===== config.mk =====
export PLATFORM = sky130hd
export DESIGN_NAME = motion_command_relative_terminator
export DESIGN_NICKNAME = d
export VERILOG_FILES = /design/src/sv/mcrt_pkg.sv /design/src/sv/motion_command_relative_terminator.sv
export VERILOG_INCLUDE_DIRS = /design/src /design/src/sv
export SDC_FILE = /design/constraint.sdc
export NUM_CORES = 2
export LEC_CHECK = 0
export BUFFER_PORTS_ARGS = -buffer_cell sky130_fd_sc_hd__buf_2
export CAP_MARGIN = 40
export CELL_PAD_IN_SITES_DETAIL_PLACEMENT = 1
export CELL_PAD_IN_SITES_GLOBAL_PLACEMENT = 1
export CORE_AREA = 3 3 440 312
export CTS_CLUSTER_SIZE = 40
export DETAILED_ROUTE_END_ITERATION = 16
export DIE_AREA = 0 0 443 315
export PLACE_DENSITY_LB_ADDON = 0.3
export RECOVER_POWER = 25
export SLEW_MARGIN = 20
export SYNTH_ARGS = -nofsm -noshare
export SYNTH_HDL_FRONTEND = slang
export SYNTH_SLANG_ARGS = --single-unit
export TNS_END_PERCENT = 50

===== constraint.sdc =====
create_clock -name i_clk -period 11.8 [get_ports i_clk]
set_input_delay 1.77 -clock i_clk [delete_from_list [all_inputs] [get_ports i_clk]]
set_output_delay 1.77 -clock i_clk [all_outputs]
set_load 0.01 [all_outputs]

===== src/sv/motion_command_relative_terminator_assert.svh =====
// assertion macros for the motion command unit
// expects i_clk and i_rst_n in the scope of the including module
`ifndef MOTION_COMMAND_RELATIVE_TERMINATOR_ASSERT_SVH
`define MOTION_COMMAND_RELATIVE_TERMINATOR_ASSERT_SVH

// antecedent in this cycle implies consequent in the same cycle
`define MCRT_ASSERT_NOW(label, ante, cons, msg) \
    label: assert property (@(posedge i_clk) disable iff (!i_rst_n) (ante) |-> (cons)) \
        else $error(msg);

// antecedent in this cycle implies consequent in the next cycle
`define MCRT_ASSERT_NEXT(label, ante, cons, msg) \
    label: assert property (@(posedge i_clk) disable iff (!i_rst_n) (ante) |=> (cons)) \
        else $error(msg);

`endif


===== src/sv/mcrt_pkg.sv =====
// types and constants for the motion command unit with relative-move terminators
// no dependencies
package mcrt_pkg;

    // command and sample codes carried in tuser
    typedef enum logic [3:0] {
        OP_POSE          = 4'd0,
        OP_KILL          = 4'd1,
        OP_FIND_INDEX    = 4'd2,
        OP_ROT_HALT      = 4'd3,
        OP_ROT_REL_NEG   = 4'd4,
        OP_ROT_REL_POS   = 4'd5,
        OP_ROT_VEL_NEG   = 4'd6,
        OP_ROT_VEL_POS   = 4'd7,
        OP_SET_RVEL      = 4'd8,
        OP_SET_TVEL      = 4'd9,
        OP_TRANS_HALT    = 4'd10,
        OP_TRANS_REL_NEG = 4'd11,
        OP_TRANS_REL_POS = 4'd12,
        OP_TRANS_VEL_NEG = 4'd13,
        OP_TRANS_VEL_POS = 4'd14,
        OP_NONE          = 4'd15
    } t_opcode;

    // direction codes, two bit signed
    localparam logic signed [1:0] SIGN_NEG  = -2'sd1;
    localparam logic signed [1:0] SIGN_ZERO = 2'sd0;
    localparam logic signed [1:0] SIGN_POS  = 2'sd1;

    // angle constants in degrees q.8
    localparam int DEG8_Q8   = 2048;
    localparam int DEG30_Q8  = 7680;
    localparam int DEG180_Q8 = 46080;
    localparam int DEG360_Q8 = 92160;

    // 1024ths of a turn to degrees q.8, and the 0.733 scale in unsigned q.16
    localparam int ROT_SCALE      = 90;
    localparam int K0733_Q16      = 48038;
    localparam int ROUND_HALF_Q16 = 32768;

    // field widths
    localparam int PARAM_W   = 16;
    localparam int POS_W     = 23;
    localparam int HEAD_W    = 18;
    localparam int ROTGOAL_W = 22;
    localparam int IN_DATA_W = 80;
    localparam int OUT_DATA_W = 40;

    // result item, first field in the highest bits
    typedef struct packed {
        logic                      move_done;
        logic                      rvel_changed;
        logic signed [1:0]         rvel_direction;
        logic signed [PARAM_W-1:0] rvel_value;
        logic                      tvel_changed;
        logic signed [1:0]         tvel_direction;
        logic signed [PARAM_W-1:0] tvel_value;
    } t_result;

endpackage


===== src/sv/motion_command_relative_terminator.sv =====
// motion command unit: velocity settings plus translate and rotate move terminators
// depends on mcrt_pkg and motion_command_relative_terminator_assert.svh

// Takes one transaction per clock while s_axis_tready is high and returns exactly one
// result transaction for each: an input register holds the item, a single pass of logic
// updates the velocity, sign and terminator state from it, and a result register drives
// the master side. Throughput is one item per cycle unless the output stalls, set by
// that single state update pass (two 23x23 squarers for the distance check, a seven-way
// heading wrap and a saturating accumulator). The input register keeps accepting while
// a result waits to be taken; s_axis_tready drops only when both registers are full.
// ACCUM_BITS sets the width of the saturating heading-change accumulator.
module motion_command_relative_terminator #(
    parameter int ACCUM_BITS = 24
) (
    input  logic                              i_clk,
    input  logic                              i_rst_n,
    input  logic                              s_axis_tvalid,
    output logic                              s_axis_tready,
    // param[15:0], pos_x_mm[38:16], pos_y_mm[61:39], heading_deg_q8[79:62]
    input  logic [mcrt_pkg::IN_DATA_W-1:0]    s_axis_tdata,
    // opcode[3:0]
    input  logic [3:0]                        s_axis_tuser,
    output logic                              m_axis_tvalid,
    input  logic                              m_axis_tready,
    // tvel_value[15:0], tvel_direction[17:16], tvel_changed[18], rvel_value[34:19],
    // rvel_direction[36:35], rvel_changed[37], move_done[38], zero[39]
    output logic [mcrt_pkg::OUT_DATA_W-1:0]   m_axis_tdata
);

    import mcrt_pkg::*;

    localparam int CMP_W = (ACCUM_BITS > ROTGOAL_W) ? ACCUM_BITS : ROTGOAL_W;
    localparam logic [ACCUM_BITS-1:0] ACCUM_MAX = {ACCUM_BITS{1'b1}};
    localparam logic signed [20:0] HALF_TURN = 21'(DEG180_Q8);
    localparam logic signed [20:0] FULL_TURN = 21'(DEG360_Q8);

    // input register
    logic                      r_in_valid;
    t_opcode                   r_op;
    logic signed [PARAM_W-1:0] r_param;
    logic signed [POS_W-1:0]   r_px;
    logic signed [POS_W-1:0]   r_py;
    logic signed [HEAD_W-1:0]  r_ph;

    // result register
    logic    r_out_valid;
    t_result r_res;
    t_result n_res;

    // velocity and terminator state
    logic signed [PARAM_W-1:0] r_tvel, n_tvel;
    logic signed [1:0]         r_tsign, n_tsign;
    logic signed [PARAM_W-1:0] r_rvel, n_rvel;
    logic signed [1:0]         r_rsign, n_rsign;
    logic                      r_trans_armed, n_trans_armed;
    logic                      r_trans_active, n_trans_active;
    logic signed [POS_W-1:0]   r_origin_x, n_origin_x;
    logic signed [POS_W-1:0]   r_origin_y, n_origin_y;
    logic                      r_goal_nonpos, n_goal_nonpos;
    logic [29:0]               r_goal_sq, n_goal_sq;
    logic                      r_rot_armed, n_rot_armed;
    logic                      r_rot_active, n_rot_active;
    logic signed [HEAD_W-1:0]  r_prev_head, n_prev_head;
    logic [ACCUM_BITS-1:0]     r_turned, n_turned;
    logic [ROTGOAL_W-1:0]      r_rot_goal, n_rot_goal;

    logic advance;

    // handshake: the input register refills whenever its item moves on
    assign advance       = r_in_valid && (!r_out_valid || m_axis_tready);
    assign s_axis_tready = !r_in_valid || advance;
    assign m_axis_tvalid = r_out_valid;
    assign m_axis_tdata  = {1'b0, r_res};

    // distance check from the captured origin
    logic signed [POS_W:0] dx, dy;
    logic [POS_W-1:0]      ax, ay;
    logic [2*POS_W-1:0]    sq_x, sq_y;
    logic [2*POS_W:0]      dist_sq;
    logic                  trans_hit;

    always_comb begin
        dx        = (POS_W+1)'(r_px) - (POS_W+1)'(r_origin_x);
        dy        = (POS_W+1)'(r_py) - (POS_W+1)'(r_origin_y);
        ax        = dx[POS_W] ? POS_W'(-dx) : dx[POS_W-1:0];
        ay        = dy[POS_W] ? POS_W'(-dy) : dy[POS_W-1:0];
        sq_x      = (2*POS_W)'(ax) * (2*POS_W)'(ax);
        sq_y      = (2*POS_W)'(ay) * (2*POS_W)'(ay);
        dist_sq   = (2*POS_W+1)'(sq_x) + (2*POS_W+1)'(sq_y);
        trans_hit = r_goal_nonpos || (dist_sq >= (2*POS_W+1)'(r_goal_sq));
    end

    // heading change wrapped into (-180, 180] degrees, then its magnitude accumulated
    logic signed [20:0]      head_diff;
    logic signed [20:0]      cand;
    logic signed [20:0]      wrapped;
    logic [15:0]             abs_turn;
    logic [ACCUM_BITS:0]     turn_sum;
    logic [ACCUM_BITS-1:0]   turn_sat;
    logic                    rot_hit;

    always_comb begin
        head_diff = 21'(r_prev_head) - 21'(r_ph);
        wrapped   = '0;
        cand      = '0;
        for (int k = -3; k <= 3; k++) begin
            cand = head_diff + 21'(k) * FULL_TURN;
            if (cand > -HALF_TURN && cand <= HALF_TURN) begin
                wrapped = cand;
            end
        end
        abs_turn = wrapped[20] ? 16'(-wrapped) : wrapped[15:0];
        turn_sum = (ACCUM_BITS+1)'(r_turned) + (ACCUM_BITS+1)'(abs_turn);
        turn_sat = turn_sum[ACCUM_BITS] ? ACCUM_MAX : turn_sum[ACCUM_BITS-1:0];
        rot_hit  = CMP_W'(turn_sat) >= CMP_W'(r_rot_goal);
    end

    // rotate goal: 1024ths of a turn to degrees q.8, then trim or 0.733 scale
    logic [PARAM_W-1:0]   abs_param;
    logic [ROTGOAL_W-1:0] rot_mag;
    logic [29:0]          rot_small;
    logic [ROTGOAL_W-1:0] rot_goal_cmd;
    logic [29:0]          goal_sq_cmd;

    always_comb begin
        abs_param = r_param[PARAM_W-1] ? PARAM_W'(-r_param) : r_param;
        rot_mag   = ROTGOAL_W'(abs_param) * ROTGOAL_W'(ROT_SCALE);
        rot_small = 30'(rot_mag[12:0]) * 30'(K0733_Q16) + 30'(ROUND_HALF_Q16);
        if (rot_mag > ROTGOAL_W'(DEG30_Q8)) begin
            rot_goal_cmd = rot_mag - ROTGOAL_W'(DEG8_Q8);
        end else begin
            rot_goal_cmd = ROTGOAL_W'(rot_small[29:16]);
        end
        goal_sq_cmd = 30'(r_param[14:0]) * 30'(r_param[14:0]);
    end

    // next state and result for the item in the input register
    logic fired;

    always_comb begin
        n_tvel         = r_tvel;
        n_tsign        = r_tsign;
        n_rvel         = r_rvel;
        n_rsign        = r_rsign;
        n_trans_armed  = r_trans_armed;
        n_trans_active = r_trans_active;
        n_origin_x     = r_origin_x;
        n_origin_y     = r_origin_y;
        n_goal_nonpos  = r_goal_nonpos;
        n_goal_sq      = r_goal_sq;
        n_rot_armed    = r_rot_armed;
        n_rot_active   = r_rot_active;
        n_prev_head    = r_prev_head;
        n_turned       = r_turned;
        n_rot_goal     = r_rot_goal;
        n_res          = '0;
        fired          = 1'b0;

        unique case (r_op)
            OP_POSE: begin
                if (r_trans_armed) begin
                    n_origin_x     = r_px;
                    n_origin_y     = r_py;
                    n_trans_active = 1'b1;
                    n_trans_armed  = 1'b0;
                end else if (r_trans_active && trans_hit) begin
                    fired          = 1'b1;
                    n_trans_active = 1'b0;
                end
                if (r_rot_armed) begin
                    n_prev_head  = r_ph;
                    n_turned     = '0;
                    n_rot_active = 1'b1;
                    n_rot_armed  = 1'b0;
                end else if (r_rot_active) begin
                    n_turned    = turn_sat;
                    n_prev_head = r_ph;
                    if (rot_hit) begin
                        fired        = 1'b1;
                        n_rot_active = 1'b0;
                    end
                end
                if (fired) begin
                    n_tsign              = SIGN_ZERO;
                    n_rsign              = SIGN_ZERO;
                    n_res.tvel_changed   = 1'b1;
                    n_res.rvel_changed   = 1'b1;
                    n_res.move_done      = 1'b1;
                end
            end
            OP_KILL: begin
                n_tvel             = '0;
                n_rvel             = '0;
                n_tsign            = SIGN_ZERO;
                n_rsign            = SIGN_ZERO;
                n_res.tvel_changed = 1'b1;
                n_res.rvel_changed = 1'b1;
            end
            OP_FIND_INDEX: begin
                n_rvel             = '0;
                n_rsign            = SIGN_ZERO;
                n_res.rvel_changed = 1'b1;
            end
            OP_ROT_HALT: begin
                n_rsign            = SIGN_ZERO;
                n_res.rvel_changed = 1'b1;
            end
            OP_ROT_REL_NEG, OP_ROT_REL_POS: begin
                n_tsign            = SIGN_ZERO;
                n_rsign            = (r_op == OP_ROT_REL_NEG) ? SIGN_NEG : SIGN_POS;
                n_res.tvel_changed = 1'b1;
                n_res.rvel_changed = 1'b1;
                n_rot_goal         = rot_goal_cmd;
                n_rot_armed        = 1'b1;
            end
            OP_ROT_VEL_NEG: begin
                n_rsign            = SIGN_NEG;
                n_res.rvel_changed = 1'b1;
            end
            OP_ROT_VEL_POS: begin
                n_rsign            = SIGN_POS;
                n_res.rvel_changed = 1'b1;
            end
            OP_SET_RVEL: begin
                n_rvel             = r_param;
                n_res.rvel_changed = 1'b1;
            end
            OP_SET_TVEL: begin
                n_tvel             = r_param;
                n_res.tvel_changed = 1'b1;
            end
            OP_TRANS_HALT: begin
                n_tsign            = SIGN_ZERO;
                n_res.tvel_changed = 1'b1;
            end
            OP_TRANS_REL_NEG, OP_TRANS_REL_POS: begin
                n_tsign            = (r_op == OP_TRANS_REL_NEG) ? SIGN_NEG : SIGN_POS;
                n_rsign            = SIGN_ZERO;
                n_res.tvel_changed = 1'b1;
                n_res.rvel_changed = 1'b1;
                n_goal_nonpos      = r_param[PARAM_W-1] || (r_param == '0);
                n_goal_sq          = goal_sq_cmd;
                n_trans_armed      = 1'b1;
            end
            OP_TRANS_VEL_NEG: begin
                n_tsign            = SIGN_NEG;
                n_res.tvel_changed = 1'b1;
            end
            OP_TRANS_VEL_POS: begin
                n_tsign            = SIGN_POS;
                n_res.tvel_changed = 1'b1;
            end
            OP_NONE: begin
            end
        endcase

        n_res.tvel_value     = n_tvel;
        n_res.tvel_direction = n_tsign;
        n_res.rvel_value     = n_rvel;
        n_res.rvel_direction = n_rsign;
    end

    // control and state registers
    always_ff @(posedge i_clk) begin
        if (!i_rst_n) begin
            r_in_valid     <= 1'b0;
            r_out_valid    <= 1'b0;
            r_tvel         <= '0;
            r_tsign        <= SIGN_ZERO;
            r_rvel         <= '0;
            r_rsign        <= SIGN_ZERO;
            r_trans_armed  <= 1'b0;
            r_trans_active <= 1'b0;
            r_origin_x     <= '0;
            r_origin_y     <= '0;
            r_goal_nonpos  <= 1'b1;
            r_goal_sq      <= '0;
            r_rot_armed    <= 1'b0;
            r_rot_active   <= 1'b0;
            r_prev_head    <= '0;
            r_turned       <= '0;
            r_rot_goal     <= '0;
        end else begin
            if (s_axis_tvalid && s_axis_tready) begin
                r_in_valid <= 1'b1;
            end else if (advance) begin
                r_in_valid <= 1'b0;
            end
            if (advance) begin
                r_out_valid    <= 1'b1;
                r_tvel         <= n_tvel;
                r_tsign        <= n_tsign;
                r_rvel         <= n_rvel;
                r_rsign        <= n_rsign;
                r_trans_armed  <= n_trans_armed;
                r_trans_active <= n_trans_active;
                r_origin_x     <= n_origin_x;
                r_origin_y     <= n_origin_y;
                r_goal_nonpos  <= n_goal_nonpos;
                r_goal_sq      <= n_goal_sq;
                r_rot_armed    <= n_rot_armed;
                r_rot_active   <= n_rot_active;
                r_prev_head    <= n_prev_head;
                r_turned       <= n_turned;
                r_rot_goal     <= n_rot_goal;
            end else if (m_axis_tready) begin
                r_out_valid <= 1'b0;
            end
        end
    end

    // payload registers
    always_ff @(posedge i_clk) begin
        if (s_axis_tvalid && s_axis_tready) begin
            r_op    <= t_opcode'(s_axis_tuser);
            r_param <= s_axis_tdata[15:0];
            r_px    <= s_axis_tdata[38:16];
            r_py    <= s_axis_tdata[61:39];
            r_ph    <= s_axis_tdata[79:62];
        end
        if (advance) begin
            r_res <= n_res;
        end
    end

    // checks on the pipeline and the terminator outputs
`include "motion_command_relative_terminator_assert.svh"

    `MCRT_ASSERT_NOW(a_done_stops, r_out_valid && r_res.move_done, r_res.tvel_direction == SIGN_ZERO && r_res.rvel_direction == SIGN_ZERO && r_res.tvel_changed && r_res.rvel_changed, "move done without both signs stopped")
    `MCRT_ASSERT_NEXT(a_cmd_no_done, advance && r_op != OP_POSE, !r_res.move_done, "move done raised on a command")
    `MCRT_ASSERT_NOW(a_stall_full, !s_axis_tready, r_in_valid && r_out_valid && !m_axis_tready, "input stalled with room to spare")

endmodule


==> impl_results.html <==
<table>
<tr><th>Metric</th><th>Value</th></tr>
<tr><th colspan="2">Routing</th></tr>
<tr><td>Routed Wire Length</td><td>around 220,000 µm</td></tr>
<tr><td>Highest routed layer</td><td>met5</td></tr>
<tr><td>Number of nets still failing antenna checks after routing</td><td>0</td></tr>
<tr><td>Drt initial violations</td><td>~3,600</td></tr>
<tr><td>Number of vias after detailed routing</td><td>52,400</td></tr>
<tr><td>Drc violations</td><td>0</td></tr>
<tr><td>Met3 Routed Length</td><td>18,900 µm</td></tr>
<tr><td>Length of the first detailed-routing pass in iterations</td><td>7</td></tr>
<tr><td>Via-per-instance ratio</td><td>roughly 5.5</td></tr>
<tr><td>Metal1 wirelength</td><td>97,700 µm</td></tr>
<tr><td>Average wire per standard cell</td><td>23.4 µm</td></tr>
<tr><td>Total met2 wirelength after detailed routing</td><td>100,000 µm</td></tr>
<tr><th colspan="2">Synthesis</th></tr>
<tr><td>Gate Count Post-Synth</td><td>roughly 7,000</td></tr>
<tr><td>Multiplexer area fraction after synthesis</td><td>0.494%</td></tr>
<tr><td>Yosys cell types</td><td>between 100 and 150</td></tr>
<tr><td>Synthesized cell area</td><td>approximately 63,000 µm²</td></tr>
<tr><td>Post-synthesis adder-cell area fraction</td><td>about half</td></tr>
<tr><td>Number of synthesized register bits</td><td>about 300</td></tr>
<tr><td>Synthesized-area fraction occupied by ao, oa, aoi and oai cells</td><td>between 10 and 15%</td></tr>
<tr><td>Cell type with the highest aggregate area in the netlist</td><td>fa_1</td></tr>
<tr><td>Sequential area share after synthesis</td><td>a little under an eighth</td></tr>
<tr><td>Dominant combinational cell family by area after synthesis</td><td>adder cells</td></tr>
<tr><td>Most frequent cells after synthesis</td><td>1,587 x inv_1, 1,102 x fa_1, 761 x nand2_1</td></tr>
<tr><td>Mean area per synthesized cell</td><td>between 8 and 9 µm²</td></tr>
<tr><td>Count leader, synth</td><td>inv_1</td></tr>
<tr><td>Top cells by area in the synthesized netlist</td><td>fa_1 35%, ha_1 13%, inv_1 9.5%, edfxtp_1 5.9%, dfxtp_1 5.8%</td></tr>
<tr><td>Xor-xnor portion of the synthesized cell area</td><td>about 4.0%</td></tr>
<tr><td>Simple-gate share of the synthesized area</td><td>between 10% and 20%</td></tr>
<tr><td>Fraction of registers with async set/reset</td><td>0%</td></tr>
<tr><td>Post-synth top area share</td><td>roughly a third</td></tr>
<tr><td>Number of enable-type register cells in the synthesized netlist</td><td>123</td></tr>
<tr><td>Syn nets</td><td>between 8,000 and 9,000</td></tr>
<tr><td>Leading register cell type out of synthesis</td><td>dfxtp_1</td></tr>
<tr><td>Number of synthesis warnings</td><td>0</td></tr>
<tr><th colspan="2">Placement</th></tr>
<tr><td>DP Worst Slack</td><td>-2.34 ns</td></tr>
<tr><td>Gpl congestion</td><td>0.962</td></tr>
<tr><td>IO buf count</td><td>around 130</td></tr>
<tr><td>Post-detailed-placement half-perimeter wirelength</td><td>~190,000 µm</td></tr>
<tr><th colspan="2">Die</th></tr>
<tr><td>Die footprint</td><td>140,000 µm²</td></tr>
<tr><td>Die width</td><td>roughly 440 µm</td></tr>
<tr><td>Chip Height</td><td>315 µm</td></tr>
<tr><td>Number of ports placed on the die boundary</td><td>between 100 and 150</td></tr>
<tr><td>Starting density of the core</td><td>47.0%</td></tr>
<tr><td>Total core area</td><td>~130,000 µm²</td></tr>
<tr><td>Cell row count</td><td>112</td></tr>
<tr><th colspan="2">Critical path</th></tr>
<tr><td>Worst path slowest cell</td><td>fa_1</td></tr>
<tr><td>Delay of the slowest cell on the worst path</td><td>between 0.6 and 0.7 ns</td></tr>
<tr><td>Critical path endpoint category</td><td>flip-flop</td></tr>
<tr><td>CP dominant cell by count</td><td>fa_1</td></tr>
<tr><td>Data required time at the worst endpoint</td><td>12.17 ns</td></tr>
<tr><td>Worst setup path category</td><td>reg -&gt; reg</td></tr>
<tr><td>Maximum fanout along the worst path</td><td>20</td></tr>
<tr><td>Type of element launching the critical path</td><td>flip-flop</td></tr>
<tr><td>Critical Path AT</td><td>roughly 14 ns</td></tr>
<tr><th colspan="2">CTS</th></tr>
<tr><td>Deepest clock path buffer count</td><td>3</td></tr>
<tr><td>Reg clk slew, reported paths</td><td>approximately 0.070 ns</td></tr>
<tr><td>CTS root buffer</td><td>clkbuf_16</td></tr>
<tr><td>CTS sink count</td><td>305</td></tr>
<tr><td>TritonCTS clock tree</td><td>built</td></tr>
<tr><td>H-tree levels</td><td>2</td></tr>
<tr><td>Later-pin clock latency in the skew report</td><td>approximately 0.65 ns</td></tr>
<tr><td>Cts-stage hold buffer count</td><td>0</td></tr>
<tr><td>Number of CTS-inserted buffers</td><td>38</td></tr>
<tr><th colspan="2">Timing</th></tr>
<tr><td>Final worst clock skew</td><td>roughly 0.056 ns</td></tr>
<tr><td>Worst slack on hold paths</td><td>about 0.46 ns</td></tr>
<tr><td>Final hold vios</td><td>0</td></tr>
<tr><td>Worst rel slew slack</td><td>39.1%</td></tr>
<tr><td>Setup repair after global routing missed its margin</td><td>yes</td></tr>
<tr><td>Final worst path period need</td><td>about 13 ns</td></tr>
<tr><td>Transition at the pin with the smallest max-transition slack</td><td>roughly 0.9 ns</td></tr>
<tr><td>Period utilization</td><td>113%</td></tr>
<tr><td>Slack of the critical path</td><td>-1.51 ns</td></tr>
<tr><td>Max frequency</td><td>between 70 and 80 MHz</td></tr>
<tr><td>Max-slew violations</td><td>0</td></tr>
<tr><td>Setup violations, final</td><td>12</td></tr>
<tr><th colspan="2">Global routing</th></tr>
<tr><td>Maximum number of pins on one net before global-route repair</td><td>88</td></tr>
<tr><td>Global-route wire length before repair</td><td>roughly 350,000 µm</td></tr>
<tr><td>Global-route congestion overflow total</td><td>0</td></tr>
<tr><td>Global-route usage over all layers</td><td>roughly 33%</td></tr>
<tr><td>Via count of the first global-routing pass</td><td>about 60,000</td></tr>
<tr><td>Antenna violations before repair</td><td>26</td></tr>
<tr><th colspan="2">Finish</th></tr>
<tr><td>Total area of sequential cells</td><td>~7300 µm²</td></tr>
<tr><td>Area of combinational cells with multiple inputs</td><td>49,100 µm²</td></tr>
<tr><td>Share of layout cells above drive strength 1</td><td>around 17%</td></tr>
<tr><td>Number of fill cells</td><td>between 15,000 and 20,000</td></tr>
<tr><td>Number of nets in the final layout</td><td>between 9,000 and 10,000</td></tr>
<tr><td>Area added between synthesis and finish</td><td>18.0%</td></tr>
<tr><th colspan="2">Outcome</th></tr>
<tr><td>Status</td><td>finished, violations left</td></tr>
<tr><td>Failing checks</td><td>setup timing</td></tr>
<tr><th colspan="2">Flow run</th></tr>
<tr><td>Max capacitance violation total</td><td>0</td></tr>
<tr><th colspan="2">Worst hold path</th></tr>
<tr><td>Class of the tightest hold or removal check</td><td>reg -&gt; reg</td></tr>
</table>
==> logic make-up after synthesis <==
kind of cell / after synthesis
fa+ha+maj: 1776
compound gates: 984
other cells: 1
simple gates: 1737
xor+xnor: 281
buf+inv: 1844
mux: 30
flops: 305
==> critical path: cells and delay by family (launching register included) <==
family                     cells  cell delay, ns
AOI/OAI and AO/OA             24            4.57
xor gates and xnor gates       2            0.34
adders and majority gates     12            5.50
buffers and inverters         10            1.21
DFF                            1            0.41
and+or+nand+nor                9            1.02
==> flip-flops by register name (all words and copies together) (netlist names), 18 cells and up <==
name	cells
r_origin_x	23
r_ph	18
r_turned	24
m_axis_tdata	39
r_px	23
r_goal_sq	29
r_prev_head	18
r_py	23
r_origin_y	23
r_rot_goal	22
==> per-stage QoR <==
step                      instances  util, %  TNS [ns]  cell area (µm²)
after floorplan                6958        -     -8.54            63000
after global placement         9479     53.8    -23.82            71500
after detailed placement       9487     53.9    -26.83            71600
after CTS                      9590     55.2    -15.14            73400
after global routing           9606     55.5    -24.72            73800
final                          9610     55.5    -17.47            73800
==> worst paths after layout <==
path | start | end | slack [ns] | cells past startpoint
setup reg to reg | r_px[1] | m_axis_tdata[18] | -1.51 | 57
hold / removal | r_origin_x[18] | r_origin_x[18] | 0.46 | 2
setup / recovery | r_px[1] | m_axis_tdata[18] | -1.51 | 57
hold reg to reg | r_origin_x[18] | r_origin_x[18] | 0.46 | 2
==> final cells by class <==
type | instances | area share (%)
repair buffers | 1052 | 10.5
diodes | 8 | 0.0271
well taps | 1767 | 3.00
clock buffers | 48 | 1.35
clock inverters | 21 | 0.419
multi-input cells | 4809 | 66.6
inverters | 1600 | 8.15
flip-flops and latches | 305 | 9.94
==> layer usage <==
layer  track usage, %  up-vias
met5                0        -
met3             7.55      377
met4             9.75        4
li1                 -    23500
met2             51.5     1705
met1             44.6    26800
==> cell usage in the layout (no fill, tap or decap), types with 140 or more instances in the layout <==
master / count
ha_1: 662
fa_1: 1096
nor2_1: 412
inv_1: 1578
buf_4: 900
a21oi_1: 171
nand2_1: 756
dfxtp_1: 182
xnor2_1: 166
o21ai_0: 140
==> what timing repair did <==
action	in CTS	in global routing
buffers inserted	34	10
cloned	0	1
pin swaps	41	19
gates resized for setup	51	59
setup endpoints to repair	12	14
hold endpoints to repair	0	0
Power is not shown: default switching activity piles up to over one toggle a cycle in this logic, so the estimate is an artifact.
